$ cat src/rtl/core/sstq_pkg.sv
// Shared types and codes for the sorted session timer queue.
package sstq_pkg;

    localparam int unsigned CD_W   = 16;
    localparam int unsigned BYTE_W = 8;

    // Operation codes carried on the func field
    typedef enum logic [2:0] {
        FN_CLEAR  = 3'd0,
        FN_INSERT = 3'd1,
        FN_TICK   = 3'd2,
        FN_SEARCH = 3'd3,
        FN_POP    = 3'd4,
        FN_CROP   = 3'd5,
        FN_DROP   = 3'd6
    } t_func;

    // Per-cell load select
    typedef enum logic [2:0] {
        SEL_HOLD,
        SEL_NEW,
        SEL_LOWER,
        SEL_UPPER,
        SEL_TICK
    } t_sel;

    // One session entry, 48 bits
    typedef struct packed {
        logic [CD_W-1:0]   cd;
        logic [BYTE_W-1:0] chan;
        logic [BYTE_W-1:0] net;
        logic [BYTE_W-1:0] app;
        logic [BYTE_W-1:0] dlg;
    } t_entry;

    // Per-cell compare results, taken against the current entry
    typedef struct packed {
        logic smaller;   // newcomer countdown is nonzero and larger than this one
        logic le_lim;    // countdown at or below crop limit
        logic nonzero;   // countdown not zero
        logic chan_hit;  // channel equals queried channel
        logic expired;   // countdown after tick is zero
    } t_cell_flags;

endpackage

$ cat src/rtl/core/sorted_session_timer_queue_core.sv
// Top level of the sorted session timer queue: cell row, control and result register.
//
// Sorted session timer queue. Holds up to TABLE_DEPTH sessions in a row of
// cells kept sorted by countdown: cell 0 is the furthest session, the cell at
// entry_count-1 is the top (soonest). Each input beat carries one operation
// (clear, insert, tick, channel search, pop, crop, drop) and yields exactly one
// output beat with the operation's flags, the entry count and the top entry's
// fields (all zero when the table is empty). An insert places the newcomer
// above equal countdowns, a zero countdown always on top; a full table evicts
// cell 0 or rejects a newcomer that would be furthest. Tick saturates at zero.
// Crop pops every top entry at or below crop_limit; drop removes the top while
// the entry below it has expired, never emptying the table. Func 7 only
// reports status. Timing: the result of a taken beat sits in the output
// register from the next cycle on, and a new beat is taken in the same cycle
// that the previous result is taken, so the block sustains one beat per cycle
// while results are taken. The cycle path is set by the per-cell countdown
// compare, the popcount of the cell flags that places the newcomer, and the
// mux that picks the new top entry out of the row.
module sorted_session_timer_queue_core #(
    parameter int unsigned TABLE_DEPTH = 4
) (
    input  logic        i_clk,
    input  logic        i_rst_n,
    // input channel
    input  logic        i_valid,
    output logic        o_ready,
    input  logic [2:0]  i_func,
    input  logic [15:0] i_new_countdown,
    input  logic [7:0]  i_new_net_state,
    input  logic [7:0]  i_new_chan,
    input  logic [7:0]  i_new_app,
    input  logic [7:0]  i_new_dialog,
    input  logic [15:0] i_elapsed_ticks,
    input  logic [15:0] i_crop_limit,
    input  logic [7:0]  i_query_chan,
    // output channel
    output logic        o_valid,
    input  logic        i_ready,
    output logic        o_any_expired,
    output logic        o_chan_busy,
    output logic        o_stored,
    output logic        o_evicted,
    output logic [2:0]  o_entry_count,
    output logic [15:0] o_top_countdown,
    output logic [7:0]  o_top_chan,
    output logic [7:0]  o_top_net_state,
    output logic [7:0]  o_top_app,
    output logic [7:0]  o_top_dialog
);

    // count holds 0..TABLE_DEPTH, index 0..TABLE_DEPTH-1
    localparam int unsigned CW = $clog2(TABLE_DEPTH + 1);
    localparam int unsigned IW = (TABLE_DEPTH > 1) ? $clog2(TABLE_DEPTH) : 1;

    // ---------------- handshake ----------------
    logic r_out_valid;
    logic w_fire;

    assign o_ready = !r_out_valid || i_ready;
    assign w_fire  = i_valid && o_ready;
    assign o_valid = r_out_valid;

    // ---------------- cell row ----------------
    sstq_pkg::t_entry      w_new;
    sstq_pkg::t_entry      w_cur   [TABLE_DEPTH];
    sstq_pkg::t_entry      w_nxt   [TABLE_DEPTH];
    sstq_pkg::t_cell_flags w_flags [TABLE_DEPTH];
    sstq_pkg::t_sel        w_sel   [TABLE_DEPTH];

    assign w_new.cd   = i_new_countdown;
    assign w_new.chan = i_new_chan;
    assign w_new.net  = i_new_net_state;
    assign w_new.app  = i_new_app;
    assign w_new.dlg  = i_new_dialog;

    // Each cell loads from the one below (shift toward the top) or the one
    // above (shift toward cell 0 on eviction). Row ends take the new entry;
    // those paths are never selected.
    for (genvar g = 0; g < TABLE_DEPTH; g++) begin : g_cell
        sstq_pkg::t_entry w_lower_src;
        sstq_pkg::t_entry w_upper_src;

        if (g == 0) begin : g_first
            assign w_lower_src = w_new;
        end else begin : g_mid_lo
            assign w_lower_src = w_cur[g-1];
        end
        if (g == TABLE_DEPTH - 1) begin : g_last
            assign w_upper_src = w_new;
        end else begin : g_mid_hi
            assign w_upper_src = w_cur[g+1];
        end

        sstq_cell u_cell (
            .i_clk        (i_clk),
            .i_sel        (w_sel[g]),
            .i_new        (w_new),
            .i_lower      (w_lower_src),
            .i_upper      (w_upper_src),
            .i_elapsed    (i_elapsed_ticks),
            .i_crop_limit (i_crop_limit),
            .i_query_chan (i_query_chan),
            .o_entry      (w_cur[g]),
            .o_next       (w_nxt[g]),
            .o_flags      (w_flags[g])
        );
    end

    // ---------------- flag reduction over held cells ----------------
    logic [CW-1:0] r_count;
    logic [CW-1:0] n_count;
    logic [CW-1:0] w_n_smaller;
    logic [CW-1:0] w_n_above_lim;
    logic [CW-1:0] w_n_nonzero;
    logic          w_any_hit;
    logic          w_any_exp;

    always_comb begin
        w_n_smaller   = '0;
        w_n_above_lim = '0;
        w_n_nonzero   = '0;
        w_any_hit     = 1'b0;
        w_any_exp     = 1'b0;
        for (int i = 0; i < TABLE_DEPTH; i++) begin
            if (CW'(i) < r_count) begin
                w_n_smaller   = w_n_smaller   + CW'(w_flags[i].smaller);
                w_n_above_lim = w_n_above_lim + CW'(!w_flags[i].le_lim);
                w_n_nonzero   = w_n_nonzero   + CW'(w_flags[i].nonzero);
                w_any_hit     = w_any_hit | w_flags[i].chan_hit;
                w_any_exp     = w_any_exp | w_flags[i].expired;
            end
        end
    end

    // ---------------- operation control ----------------
    sstq_pkg::t_func w_func;
    logic [CW-1:0]   w_pos;      // slot of newcomer in a non-full table
    logic [CW-1:0]   w_pos_m1;   // slot of newcomer after eviction
    logic            w_full;

    assign w_func   = sstq_pkg::t_func'(i_func);
    assign w_pos    = r_count - w_n_smaller;
    assign w_pos_m1 = w_pos - CW'(1);
    assign w_full   = (r_count == CW'(TABLE_DEPTH));

    always_comb begin
        logic [CW-1:0] ci;
        ci = '0;
        for (int i = 0; i < TABLE_DEPTH; i++) begin
            ci       = CW'(i);
            w_sel[i] = sstq_pkg::SEL_HOLD;
            if (w_fire) begin
                priority if (w_func == sstq_pkg::FN_TICK) begin
                    w_sel[i] = sstq_pkg::SEL_TICK;
                end else if (w_func == sstq_pkg::FN_INSERT && !w_full) begin
                    // open a slot at w_pos, push the nearer entries up
                    if (ci == w_pos) begin
                        w_sel[i] = sstq_pkg::SEL_NEW;
                    end else if (ci > w_pos && ci <= r_count) begin
                        w_sel[i] = sstq_pkg::SEL_LOWER;
                    end
                end else if (w_func == sstq_pkg::FN_INSERT && w_pos != '0) begin
                    // full: cell 0 falls out, further entries move down
                    if (ci == w_pos_m1) begin
                        w_sel[i] = sstq_pkg::SEL_NEW;
                    end else if (ci < w_pos_m1) begin
                        w_sel[i] = sstq_pkg::SEL_UPPER;
                    end
                end else begin
                    w_sel[i] = sstq_pkg::SEL_HOLD;
                end
            end
        end
    end

    // next count and per-op flags
    logic n_any_expired;
    logic n_chan_busy;
    logic n_stored;
    logic n_evicted;

    always_comb begin
        n_count       = r_count;
        n_any_expired = 1'b0;
        n_chan_busy   = 1'b0;
        n_stored      = 1'b0;
        n_evicted     = 1'b0;
        unique case (w_func)
            sstq_pkg::FN_CLEAR: begin
                n_count = '0;
            end
            sstq_pkg::FN_INSERT: begin
                if (!w_full) begin
                    n_count  = r_count + CW'(1);
                    n_stored = 1'b1;
                end else if (w_pos != '0) begin
                    n_stored  = 1'b1;
                    n_evicted = 1'b1;
                end
            end
            sstq_pkg::FN_TICK: begin
                n_any_expired = w_any_exp;
            end
            sstq_pkg::FN_SEARCH: begin
                n_chan_busy = w_any_hit;
            end
            sstq_pkg::FN_POP: begin
                if (r_count != '0) begin
                    n_count = r_count - CW'(1);
                end
            end
            sstq_pkg::FN_CROP: begin
                // table is sorted, so what stays is exactly the entries above the limit
                n_count = w_n_above_lim;
            end
            sstq_pkg::FN_DROP: begin
                // expired entries form the top run; keep one of them
                if (w_n_nonzero < r_count) begin
                    n_count = w_n_nonzero + CW'(1);
                end
            end
            default: begin
                n_count = r_count;
            end
        endcase
    end

    // top entry after the operation
    sstq_pkg::t_entry n_top;
    logic [CW-1:0]    w_top_idx;

    assign w_top_idx = n_count - CW'(1);

    always_comb begin
        if (n_count == '0) begin
            n_top = '0;
        end else begin
            n_top = w_nxt[w_top_idx[IW-1:0]];
        end
    end

    // ---------------- state and result register ----------------
    logic             r_any_expired;
    logic             r_chan_busy;
    logic             r_stored;
    logic             r_evicted;
    logic [2:0]       r_entry_count;
    sstq_pkg::t_entry r_top;

    always_ff @(posedge i_clk) begin
        if (!i_rst_n) begin
            r_count     <= '0;
            r_out_valid <= 1'b0;
        end else begin
            if (w_fire) begin
                r_count     <= n_count;
                r_out_valid <= 1'b1;
            end else if (i_ready) begin
                r_out_valid <= 1'b0;
            end
        end
    end

    always_ff @(posedge i_clk) begin
        if (w_fire) begin
            r_any_expired <= n_any_expired;
            r_chan_busy   <= n_chan_busy;
            r_stored      <= n_stored;
            r_evicted     <= n_evicted;
            r_entry_count <= 3'(n_count);
            r_top         <= n_top;
        end
    end

    assign o_any_expired   = r_any_expired;
    assign o_chan_busy     = r_chan_busy;
    assign o_stored        = r_stored;
    assign o_evicted       = r_evicted;
    assign o_entry_count   = r_entry_count;
    assign o_top_countdown = r_top.cd;
    assign o_top_chan      = r_top.chan;
    assign o_top_net_state = r_top.net;
    assign o_top_app       = r_top.app;
    assign o_top_dialog    = r_top.dlg;

    // ---------------- assertions ----------------
    logic w_sorted;

    always_comb begin
        w_sorted = 1'b1;
        for (int i = 1; i < TABLE_DEPTH; i++) begin
            if (CW'(i) < r_count && w_cur[i].cd > w_cur[i-1].cd) begin
                w_sorted = 1'b0;
            end
        end
    end

    a_count_range: assert property (@(posedge i_clk) disable iff (!i_rst_n)
        r_count <= CW'(TABLE_DEPTH))
        else $error("held count beyond table depth");

    a_row_sorted: assert property (@(posedge i_clk) disable iff (!i_rst_n)
        w_sorted)
        else $error("held entries out of countdown order");

    a_count_matches: assert property (@(posedge i_clk) disable iff (!i_rst_n)
        o_valid |-> (o_entry_count == 3'(r_count)))
        else $error("reported count differs from held count");

    a_evict_implies_store: assert property (@(posedge i_clk) disable iff (!i_rst_n)
        (o_valid && o_evicted) |-> o_stored)
        else $error("eviction without store");

    a_flags_exclusive: assert property (@(posedge i_clk) disable iff (!i_rst_n)
        o_valid |-> $onehot0({o_any_expired, o_chan_busy, o_stored}))
        else $error("flags from more than one operation");

endmodule

$ cat src/rtl/core/sstq_cell.sv
// One table cell: holds an entry, compares it and loads from a neighbor, the new entry or its tick.
module sstq_cell (
    input  logic                  i_clk,
    input  sstq_pkg::t_sel        i_sel,
    input  sstq_pkg::t_entry      i_new,
    input  sstq_pkg::t_entry      i_lower,
    input  sstq_pkg::t_entry      i_upper,
    input  logic [15:0]           i_elapsed,
    input  logic [15:0]           i_crop_limit,
    input  logic [7:0]            i_query_chan,
    output sstq_pkg::t_entry      o_entry,
    output sstq_pkg::t_entry      o_next,
    output sstq_pkg::t_cell_flags o_flags
);

    sstq_pkg::t_entry r_entry;
    sstq_pkg::t_entry n_entry;
    logic [15:0]      w_tick_cd;

    // saturating subtract
    assign w_tick_cd = (r_entry.cd <= i_elapsed) ? 16'd0 : (r_entry.cd - i_elapsed);

    always_comb begin
        n_entry = r_entry;
        unique case (i_sel)
            sstq_pkg::SEL_HOLD:  n_entry = r_entry;
            sstq_pkg::SEL_NEW:   n_entry = i_new;
            sstq_pkg::SEL_LOWER: n_entry = i_lower;
            sstq_pkg::SEL_UPPER: n_entry = i_upper;
            sstq_pkg::SEL_TICK:  n_entry.cd = w_tick_cd;
            default:             n_entry = r_entry;
        endcase
    end

    always_ff @(posedge i_clk) begin
        r_entry <= n_entry;
    end

    always_comb begin
        o_flags.smaller  = (i_new.cd != 16'd0) && (i_new.cd > r_entry.cd);
        o_flags.le_lim   = (r_entry.cd <= i_crop_limit);
        o_flags.nonzero  = (r_entry.cd != 16'd0);
        o_flags.chan_hit = (r_entry.chan == i_query_chan);
        o_flags.expired  = (w_tick_cd == 16'd0);
    end

    assign o_entry = r_entry;
    assign o_next  = n_entry;

endmodule
$ cat config.mk
export PLATFORM = sky130hd
export DESIGN_NAME = sorted_session_timer_queue_core
export DESIGN_NICKNAME = d
export VERILOG_FILES = /design/src/rtl/core/sstq_pkg.sv /design/src/rtl/core/sorted_session_timer_queue_core.sv /design/src/rtl/core/sstq_cell.sv
export SDC_FILE = /design/constraint.sdc
export NUM_CORES = 1
export LEC_CHECK = 0
export BUFFER_PORTS_ARGS = -buffer_cell sky130_fd_sc_hd__buf_2
export CAP_MARGIN = 10
export CELL_PAD_IN_SITES_DETAIL_PLACEMENT = 1
export CELL_PAD_IN_SITES_GLOBAL_PLACEMENT = 2
export CORE_MARGIN = 5
export CORE_UTILIZATION = 35
export CTS_CLUSTER_DIAMETER = 200
export DETAILED_ROUTE_END_ITERATION = 10
export GPL_TIMING_DRIVEN = 0
export PLACE_DENSITY_LB_ADDON = 0.1
export SLEW_MARGIN = 20
export SYNTH_ARGS = -nofsm -noshare
export SYNTH_HDL_FRONTEND = slang
export SYNTH_SLANG_ARGS = --single-unit
export TNS_END_PERCENT = 5
$ cat constraint.sdc
create_clock -name i_clk -period 12.6 [get_ports i_clk]
set_input_delay 1.89 -clock i_clk [delete_from_list [all_inputs] [get_ports i_clk]]
set_output_delay 1.89 -clock i_clk [all_outputs]
set_load 0.02 [all_outputs]
# Word level (Yosys, flattened, before mapping)
# Cells that the tools add are included.
# op_classes
add_sub_neg	19
magnitude_cmp	30
n_eq_ne	33
mux	75
bitwise_logic	7
n_reduce_logical	37
# op_table
cell	n
one-hot mux 32 bit (3 select lines)	2
less-or-equal comparator 16 bit	8
one-hot mux 16 bit (4 select lines)	2
one-hot mux 32 bit (2 select lines)	2
binary-select mux 48 bit (select 2 bit)	1
2-to-1 mux 48 bit	2
one-hot mux 16 bit (3 select lines)	2
nonzero test 16 bit	5
2-to-1 mux 3 bit	26
greater-than comparator 16 bit	4
zero test 16 bit	4
2-to-1 mux 16 bit	4
subtractor 16 bit	4
2-to-1 mux 2 bit	18
== test 8 bit	4
== test 3 x 2 -> 1 bit (second input constant)	10
== test 3 bit (second input constant)	8
adder 3 x 1 -> 3 bit	7
== test 3 x 1 -> 1 bit (second input constant)	5
2-to-1 mux 1 bit	15
one-hot mux 3 bit (5 select lines)	1
== test 2 x 3 -> 1 bit (first input constant)	4
zero test 3 bit	4
less-than comparator 1 x 3 -> 1 bit (first input constant)	4
22 further kinds	55
# word_totals
ff_bits	251
inputBits	95
wordCells	233

# Logic depth before layout (Yosys ltp)
# Gate-level depths: netlist (run 1).
# logic_depth
ltp_word	24
depth_mapped	38
depth_no_buf	35

# Hierarchy
# Synthesis (run 1) repeated with hierarchy kept, for this count alone.
# hier_totals
hier_cells	2904
area_unflattened_um2	24922.7
# modules_own_cells
mod	n_inst	cells_each	area_per_inst_um2	seq_area_each_um2
sstq_cell (g_cell[0].u_cell ...)	2	581	4808.4	960.9
sorted_session_timer_queue_core	1	515	5441.5	1731.7
sstq_cell (g_cell[2].u_cell)	1	615	4957.3	960.9
sstq_cell (g_cell[3].u_cell)	1	612	4907.2	960.9

# Worst setup path after synthesis (run 1)
# OpenSTA, ideal clock, no wires.
# synth_path
path_kind	input-to-reg
start	in i_new_countdown[2]
end	reg r_top, in the netlist o_top_countdown[10] (data pin)
setup_ps	261
arrival_time_ps	8170
required_time_ps	12339
slack_ps	4169
stages	32
cell_sequence	ha_1 a21o_1 a21o_1 a211o_1 a21o_1 a21o_1 a21oi_1 o311ai_0 and2_1 ha_1 nand2_1 nand2_1 ha_1 nor2_1 a31oi_1 ha_1 mux2_2 ha_1 inv_1 fa_1 inv_1 ha_1 clkbuf_1 xnor3_1 o21ai_1 or4_4 and3_1 buf_6 a21o_1 a211o_1 o211a_1 a311o_1
# synth_between
elab_chain_cells	24
word_cells_on_any_way	97
classes_between	5 x add/sub; 12 x order compare; 22 x eq/ne; 43 x mux; 15 x reduce/logical
# synth_lines
element	line_no	source
start: declaration	sorted_session_timer_queue_core.sv:28	input logic [15:0] i_new_countdown,
greater-than comparator 16 bit or nonzero test 16 bit (tied branches)	sstq_cell.sv:40	o_flags.smaller = (i_new.cd != 16'd0) && (i_new.cd > r_entry.cd);
logical AND 1 bit	sstq_cell.sv:40	
2-to-1 mux 1 bit	sorted_session_timer_queue_core.sv:125	if (CW'(i) < r_count) begin
adder 1 x 1 -> 2 bit	sorted_session_timer_queue_core.sv:126	w_n_smaller = w_n_smaller + CW'(w_flags[i].smaller);
2-to-1 mux 2 bit	sorted_session_timer_queue_core.sv:125	
adder 3 x 1 -> 3 bit	sorted_session_timer_queue_core.sv:126	
2-to-1 mux 3 bit	sorted_session_timer_queue_core.sv:125	
adder 3 x 1 -> 3 bit	sorted_session_timer_queue_core.sv:126	
[... 7 more ...]	--	
2-to-1 mux 3 bit	sorted_session_timer_queue_core.sv:155	end else if (w_func == sstq_pkg::FN_INSERT && !w_full) begin
2-to-1 mux 3 bit	sorted_session_timer_queue_core.sv:153	priority if (w_func == sstq_pkg::FN_TICK) begin
2-to-1 mux 3 bit	sorted_session_timer_queue_core.sv:152	if (w_fire) begin
== test 3 x 1 -> 1 bit or == test 3 x 2 -> 1 bit (tied branches)	sstq_cell.sv:25	unique case (i_sel)
OR reduction 2 bit (no source line)	--	
one-hot mux 16 bit (3 select lines)	sstq_cell.sv:25	
binary-select mux 48 bit (select 2 bit) (*)	sorted_session_timer_queue_core.sv:238	n_top = w_nxt[w_top_idx[IW-1:0]];
2-to-1 mux 48 bit (not written as such) (*) (2 in series)	sorted_session_timer_queue_core.sv:238	
end signal: assignment	sorted_session_timer_queue_core.sv:271	r_top <= n_top;
end: declaration	sorted_session_timer_queue_core.sv:248	sstq_pkg::t_entry r_top;
# Every way passes the cells marked *; elsewhere a longest branch is shown, timed or not. The select of a mux whose other input is x is not followed.
# A chain may end at the register's enable or synchronous reset.

# Worst setup path after layout (run 1)
# layout_path
start	in i_new_countdown[9]
end	reg r_top, in the netlist o_top_countdown[4] (data pin)
# Same word-level chain as after synthesis.

==> flow_results.org, run 1 <==
** STA
- Final period demand of the worst path :: 10380 ps
- Sum of negative setup slack :: 0 ps
- The hold violation count in the final report is 0.
- Measured slew at the worst slew-check pin :: 1220 ps
- Measured against its own limit, the worst slew margin works out to 18.9%.
- The worst path uses 82.4% of the clock period.
- Number of setup violations in the final report :: 0
- Static timing analysis puts the maximum clock frequency at 0.0963 GHz.
- Setup slack on the critical path of the routed design comes to 2220 ps.
- On the final layout, the worst hold slack is 478 ps.
- RSZ-0062 raised after global routing :: false
- Final number of max-transition violations :: 0
- Fin Clk Skew :: 28.6 ps

** Die
- Full die area :: 0.0638 mm^2
- From bottom edge to top edge, the die measures 253 um.
- For this configuration, the core starts out at a cell density of 35.1%.
- Die X-Extent :: 253 um
- The total area inside the core boundary comes to 0.0587 mm^2.
- IO Pins :: 152
- Row Count :: 89

** Detailed routing
- Post-detailed-route DRC marker count :: 0
- Total via count after detailed routing :: 22200
- The pre-antenna-repair detailed-routing pass consisted of 8 iterations.
- The detailed router finished its first iteration with 2774 violations.
- Using the TritonRoute via totals, the vias-per-cell ratio works out to 6.46.
- In this run the remaining antenna-violating nets after routing total 0.
- Dividing the detail-routed wire length by the instance count gives 33.0 um.
- Final wirelength :: 113 mm

** Power
- The clock network is responsible for 16.2% of the overall power.
- Across the VDD grid, the largest voltage drop is 0.116 mV.
- Post-layout power :: 5.97 mW
- Summed over all nets, the switching power comes to 3.04 mW.
- Power spread over the standard cell area amounts to 255 mW/mm^2.
- Of the total power, the share spent switching nets is 50.9%.
- Fraction of power consumed by sequential logic :: 30.4%
- Fraction of power consumed by combinational cells :: 53.4%
- Cell leakage power :: 10.4 nW
- The internal power of the cells totals 2.93 mW.

** Clock network
- CTS tree :: yes
- TritonCTS created 30 clock buffers.
- Root cell of the clock tree :: sky130_fd_sc_hd__clkbuf_16
- After clock tree synthesis, the clock-pin slew on the worst setup and hold paths is 70 ps.
- Buffers inserted to repair hold after CTS numbered 0.
- Num Clock Sinks :: 251
- Worst-skew pair later-pin latency :: 620 ps
- After clock tree synthesis, the repair step resized 0 gates.
- No sink is reached through more buffers than the 3 on the longest clock path.
- CTS built an H-tree with a depth of 1.
- In this run the post-CTS setup repair buffer count came out at 0.

** Worst setup path
- Among the stages of the critical path, the cell type that occurs most often is sky130_fd_sc_hd__ha_1.
- Crit path launch type :: input pin
- Critical path buffers and inverters :: 6
- Arrival time at the worst endpoint :: 10770 ps
- The worst setup path is captured at a flip-flop.
- Classification of the worst setup path :: input pin to flip-flop
- For the worst setup path, the data required time is 12990 ps.
- Critical-path cell with the highest stage delay :: sky130_fd_sc_hd__clkbuf_1
- Largest stage delay on the critical path :: 890 ps
- In this run the worst path has a maximum fanout of 10.
- The cell family contributing the most delay on the critical path is compound AO/OA/AOI/OAI gates.

** Synth
- In this run, synthesis inferred 55 flip-flops with an integrated enable.
- Fraction of synthesized cell area taken by the top area cell type :: 19.0%
- Top post-synthesis cells by count :: sky130_fd_sc_hd__nand2_1 (229), sky130_fd_sc_hd__ha_1 (221), sky130_fd_sc_hd__dfxtp_1 (196)
- Cell types occupying the most area after synthesis :: sky130_fd_sc_hd__dfxtp_1 (19%), sky130_fd_sc_hd__ha_1 (13%), sky130_fd_sc_hd__edfxtp_1 (8.0%), sky130_fd_sc_hd__nand2_1 (4.2%), sky130_fd_sc_hd__a21oi_1 (3.7%)
- Flip-flop and latch count after synthesis :: 251
- Top-count cell post-synth :: sky130_fd_sc_hd__nand2_1
- Most instantiated flip-flop cell in the synthesis netlist :: sky130_fd_sc_hd__dfxtp_1
- FFs w/ async S/R, synth :: 0%
- A synthesized cell averages 8.39 um^2.
- Synthesis Warnings :: 0
- The cell count after synthesis came out at 2456.
- Counting distinct cell types in the post-synthesis netlist gives 100.
- Syn Std Cell Area :: 0.0206 mm^2
- Fraction of the yosys area taken by sequential cells :: 27.1%
- Dominant cell type by area after synthesis :: sky130_fd_sc_hd__dfxtp_1
- Nets in the synthesized netlist :: 2777

** Placement
- Sum of net half-perimeters after detailed placement :: 86.0 mm
- Number of port buffers :: 146
- Including well taps, the total number of placed cells is 3378.
- Gpl congestion :: 0.993
- Post-Place Setup Slack :: 1930 ps

** GRT
- Global routing finished with a remaining overflow of 0.
- First-pass GRT wire length :: 160 mm
- The number of global-route vias before repair came to 22300.
- Total global-route track usage :: 33.9%
- The number of antenna violations at the first check in global routing is 4.
- Largest net degree at the start of global routing :: 41

** Cells and area
- The post-route netlist has 12.8% of its cells at a drive strength greater than 1.
- Area growth, synth to finish :: 13.7%
- Count of inserted antenna diode cells :: 0
- The net count of the finished layout is 2958.
- Filler cell count in the final layout :: 7017
- Finished Layout Cells :: 3434

** Run
- Max-cap violations in this run came to 0.

** Run status
- Outcome :: finished clean

** Worst hold path
- The worst hold path belongs to the class flip-flop to flip-flop.
==> metal layers <==
layer / part of all wire [%] / routed length (um) / up-vias / global-route usage (%)
li1: - / - / 9628 / -
met2: 43 / 48500 / 1258 / 52.4
met3: 9.7 / 11000 / 258 / 6.28
met5: 0 / 0 / - / 0
met4: 5.2 / 5910 / 0 / 13.4
met1: 42 / 47700 / 11000 / 47.0
==> cell type report <==
class	count	area [um^2]	area share, %
multi-input cells	1885	13700	58.6
inverters	193	726	3.10
clock inverters	21	258	1.10
repair buffers	149	781	3.33
flip-flops and latches	251	5580	23.8
clock buffers	35	801	3.42
plain buffers	127	592	2.53
well taps	773	967	4.13
==> final timing paths <==
| kind | startpoint | endpoint | slack [ps] | cells after the start |
|---|---|---|---|---|
| max reg2reg | r_count[1] | o_top_countdown[9] | 2800 | 26 |
| max | i_new_countdown[9] | o_top_countdown[4] | 2220 | 31 |
| min | g_cell[3].u_cell.o_entry[20] | g_cell[3].u_cell.o_entry[20] | 480 | 2 |
| min reg2reg | g_cell[3].u_cell.o_entry[20] | g_cell[3].u_cell.o_entry[20] | 480 | 2 |
==> tightest hold or removal path, delay by kind of cell, from the launching register on <==
kind,cells,cell delay (ps)
DFF,1,310
and+or+nand+nor,2,120
==> cell usage in the layout (no fill, tap or decap), drive strengths merged, types with 47 or more instances in the layout <==
| master | synthesis | final |
|---|---|---|
| ha | 221 | 221 |
| xnor2 | 62 | 62 |
| nand4 | 47 | 47 |
| a21oi | 154 | 154 |
| nand2 | 229 | 229 |
| a222oi | 57 | 57 |
| dfxtp | 196 | 196 |
| nor3 | 59 | 59 |
| inv | 192 | 193 |
| edfxtp | 55 | 55 |
| nor2 | 151 | 151 |
| o21a | 52 | 52 |
| mux2i | 65 | 65 |
| a21o | 49 | 49 |
| clkbuf | 56 | 91 |
| o21ai | 107 | 107 |
| a22oi | 75 | 75 |
| buf | 71 | 220 |
==> power groups by stage <==
stage	combinational, mW	clock [mW]	sequential [mW]
floorplan	2.07	0	1.46
global placement	3.01	0	1.77
detailed placement	3.10	0	1.78
CTS	3.12	0.967	1.77
global route	3.44	0.993	1.80
finish	3.19	0.966	1.81
==> flip-flops by register name (all words and copies together), names as in the netlist <==
register,count
o_top_chan,8
o_top_net_state,8
o_valid,1
g_cell.u_cell.o_entry,192
o_top_app,8
o_any_expired,1
o_stored,1
o_chan_busy,1
o_evicted,1
o_top_dialog,8
o_entry_count,3
o_top_countdown,16
r_count,3
==> through the flow <==
stage / cell area [um^2] / util, %
3_3_place_gp: 22300 / 38.0
2_1_floorplan: 20600 / -
3_5_place_dp: 22400 / 38.1
4_1_cts: 23400 / 39.9
5_1_grt: 23400 / 39.9
6_report: 23400 / 39.9
==> kinds of logic after synthesis <==
family	synth area share (%)
flops	27.1
simple gates	17.0
compound gates	26.8
xor+xnor	4.00
fa+ha+maj	13.9
mux	4.85
buf+inv	6.38
(Power assumes the default switching activity.)
==> run 2: changes to the inputs <==
--- a/config.mk
+++ b/config.mk
@@ -5,12 +5,13 @@
 export SDC_FILE = /design/constraint.sdc
 export NUM_CORES = 1
 export LEC_CHECK = 0
+export ABC_AREA = 1
 export BUFFER_PORTS_ARGS = -buffer_cell sky130_fd_sc_hd__buf_2
 export CAP_MARGIN = 10
 export CELL_PAD_IN_SITES_DETAIL_PLACEMENT = 1
 export CELL_PAD_IN_SITES_GLOBAL_PLACEMENT = 2
 export CORE_MARGIN = 5
-export CORE_UTILIZATION = 35
+export CORE_UTILIZATION = 34
 export CTS_CLUSTER_DIAMETER = 200
 export DETAILED_ROUTE_END_ITERATION = 10
 export GPL_TIMING_DRIVEN = 0
==> constraint.sdc (replaced) <==
create_clock -name i_clk -period 10 [get_ports i_clk]
set_input_delay 1.5 -clock i_clk [delete_from_list [all_inputs] [get_ports i_clk]]
set_output_delay 1.5 -clock i_clk [all_outputs]
set_load 0.02 [all_outputs]
==> flow_results.org, run 2 <==
** Detailed routing
- After detailed routing, the number of vias per cell comes to 5.41.
- Final wirelength :: 121 mm
- In the final routed layout, each cell accounts on average for 25.3 um.
- The pre-antenna-repair detailed-routing pass consisted of 5 iterations.
- Number of DRC markers after the initial detailed-route iteration :: 2122
- For this block, wires on met1 add up to 57.0 mm.
- Once detail routing completed, the nets flagged for antenna violations numbered 0.
- Detail Route met2 WL :: 48.9 mm
- In the detailed route, the total length drawn on met3 is 11.8 mm.
- Highest metal layer with signal wires :: met5
- Post-detailed-route DRC marker count :: 0
- The detailed router placed 25800 vias in this run.

** GRT
- First-pass GRT wire length :: 172 mm
- Vias in the first global route :: 25100
- Global routing used 31.8% of the available tracks.
- Number of antenna violations at the first check in global routing :: 8
- Summed over all layers, the global routing overflow is 0.
- Largest net degree at the start of global routing :: 44

** Clock network
- After clock tree synthesis, the setup repair step added 0 buffers.
- The H-tree generated during clock tree synthesis spans 2 levels.
- Hold_buf cts :: 0
- TritonCTS created 35 clock buffers.
- The clock passes through at most 3 buffers.
- Root cell of the clock tree :: sky130_fd_sc_hd__clkbuf_16
- Once the clock tree was built, the resizer swapped 0 gates to a different size.
- Worst-path clk slew :: 60 ps
- For the worst-skew pair, the clock arrives at the later sink with an insertion delay of 570 ps.
- Num Clock Sinks :: 251
- CTS tree :: yes

** STA
- For the finished layout, the period the worst path requires is 8990 ps.
- Portion of the clock cycle consumed by the worst path in the final layout :: 89.9%
- The hold violation count in the final report is 0.
- Worst max-slew margin expressed relative to the limit :: 9.74%
- Fin Clk Skew :: 29.1 ps
- After routing, the total negative slack on setup checks comes to 0 ps.
- RSZ-0062 raised after global routing :: false
- For the pin with the worst max-slew slack, the measured transition is 1350 ps.
- Derived from the worst setup path, the maximum achievable clock frequency is 0.111 GHz.
- The total count of max-transition violations in the final report was 0.
- Setup violations remaining at the end of the flow were counted as 0.

** Cells and area
- Commonest cells after routing, fill and taps aside :: sky130_fd_sc_hd__nand2_1 (988), sky130_fd_sc_hd__inv_1 (542), sky130_fd_sc_hd__nor2_1 (484)
- Seq. cell area :: 0.00558 mm^2
- Of the cells placed in the final design, the portion with a size suffix greater than 1 is 9.77%.
- Leaving out fill and tap cells, the most frequent cell in the layout is sky130_fd_sc_hd__nand2_1.
- In the final layout, the multi-input gates occupy 0.0144 mm^2.
- After filler insertion, the fill cell instance count of the layout stands at 8996.
- Number of nets in the layout :: 4194
- The register with the most flip-flops in the layout has 192 of them.
- Area growth, synth to finish :: 13.2%

** Power
- Total power for the finished layout comes to 7.51 mW.
- The worst-case IR drop observed on VDD is 0.139 mV.
- Summed over all cells, the static leakage comes to 13.9 nW.
- For this design the ratio of total power to cell area is 290 mW/mm^2.

** Synth
- Syn Std Cell Area :: 0.0229 mm^2
- Summed over its instances, the top area cell type makes up 17.1% of the synthesized netlist area.
- Counting flops and latches in the post-synthesis netlist gives 251.
- Cell types occupying the most area after synthesis :: sky130_fd_sc_hd__dfxtp_1 (17%), sky130_fd_sc_hd__nand2_1 (16%), sky130_fd_sc_hd__ha_1 (12%), sky130_fd_sc_hd__inv_1 (8.9%), sky130_fd_sc_hd__nand3_1 (8.5%)
- Synthesis produced 3683 cells.
- For this run, the register share of the synthesized area comes to 24.4%.
- Number of enable flip-flop cells after synthesis :: 55
- By count the netlist is led by sky130_fd_sc_hd__nand2_1 (988), sky130_fd_sc_hd__inv_1 (542), sky130_fd_sc_hd__nor2_1 (484).
- Nets in the synthesized netlist :: 4004
- Dominant cell type by area after synthesis :: sky130_fd_sc_hd__dfxtp_1
- A synthesized cell averages 6.21 um^2.
- FFs w/ async S/R, synth :: 0%
- Top-count cell post-synth :: sky130_fd_sc_hd__nand2_1
- Unique cell type count in the Yosys netlist :: 54
- In the synthesized netlist the dominant register cell turns out to be sky130_fd_sc_hd__dfxtp_1.
- Synthesis Warnings :: 0

** Run
- Count of max-cap constraint violations :: 0

** Die
- The initialized floorplan defines 95 standard-cell rows.
- Die X-Extent :: 269 um
- Floorplan die height :: 269 um
- Floorplan core area :: 0.0669 mm^2
- 152 I/O pins were placed.
- Initial core utilization :: 34.2%
- Full die area :: 0.0726 mm^2

** Worst setup path
- STA puts the critical path data required time at 10300 ps.
- Largest stage delay on the critical path :: 1050 ps
- Classification of the worst setup path :: input pin to flip-flop
- The slowest stage of the critical path belongs to the cell sky130_fd_sc_hd__a211oi_1.
- STA classifies the critical path endpoint as a flip-flop.
- In this design, the critical path's most frequently occurring cell is sky130_fd_sc_hd__nand2_1.
- Arrival time at the worst endpoint :: 9280 ps
- Setup slack of the worst register-to-register path :: 1420 ps
- STA classifies the critical path startpoint as an input pin.
- In this run the worst path has a maximum fanout of 10.

** Worst hold path
- Min-delay worst type :: flip-flop to flip-flop

** Placement
- Number of port buffers :: 150
- Gpl congestion :: 0.980
- Summed over all nets, the half-perimeter wirelength after detailed placement is 93.5 mm.

** Run status
- The run finished with clean final reports.
run 2: changes by cell type after synthesis, sizes merged, moves of 57 or more:
| cell | delta |
|---|---|
| a222oi | -57 |
| a22oi | -71 |
| nand2 | +777 |
| nand3 | +362 |
| nor2 | +346 |
| mux2i | -65 |
| nand4 | +70 |
| inv | +366 |
run 2: worst paths after layout:
| path | startpoint | depth (start not counted) | endpoint |
|---|---|---|---|
| max reg2reg | g_cell[1].u_cell.o_entry[33] | 40 | o_top_countdown[14] |
| min reg2reg | o_valid | 2 | o_valid |
| max | i_new_countdown[0] | 40 | o_top_countdown[14] |
| min | o_valid | 2 | o_valid |
run 2: routing by layer:
| layer | up-vias | GRT usage [%] |
|---|---|---|
| met5 | - | 0 |
| met2 | 940 | 46.6 |
| met1 | 12400 | 46.3 |
| met4 | 10 | 7.22 |
| li1 | 12300 | - |
| met3 | 172 | 9.20 |
run 2: worst max-delay path, delay by kind of cell:
| family | cells | cell delay (ps) |
|---|---|---|
| compound gates | 9 | 2700 |
| fa+ha+maj | 7 | 2100 |
| buf+inv | 6 | 1010 |
| simple gates | 18 | 1930 |
run 2: where the power goes:
group	leakage [nW]	internal, mW	switching [mW]
combinational	11.1	1.33	2.75
clock	0.541	0.741	0.538
sequential	2.18	1.50	0.649
total	13.9	3.57	3.93
run 2: cell type report:
class,count,area share (%)
buffer,141,3.05
clock inverter,11,0.483
inverter,561,8.15
sequential,251,21.5
tap,873,4.22
antenna,2,0.0193
clock buffer,51,3.81
multi-input combinational,2730,55.7
timing repair buffer,153,3.06
run 2: stage by stage:
stage | std cells | instance area [um^2] | setup slack (ps) | hold slack [ps] | util (%)
6_report | 4773 | 25900 | 1010 | 500 | 38.7
5_1_grt | 4771 | 25900 | 734 | 522 | 38.7
4_1_cts | 4771 | 25900 | 1360 | 502 | 38.7
3_5_place_dp | 4709 | 24800 | 785 | 494 | 37.0
3_3_place_gp | 4706 | 24700 | -24.9 | 500 | 37.0
2_1_floorplan | 3683 | 22900 | 3520 | 506 | -
run 2: cell families after synthesis:
group | synth area share (%)
AND/OR/NAND/NOR | 39.5
AO/OA/AOI/OAI | 8.75
flip-flops | 24.4
XOR/XNOR | 2.18
adder cells (fa/ha/maj) | 12.5
buffers and inverters | 12.7
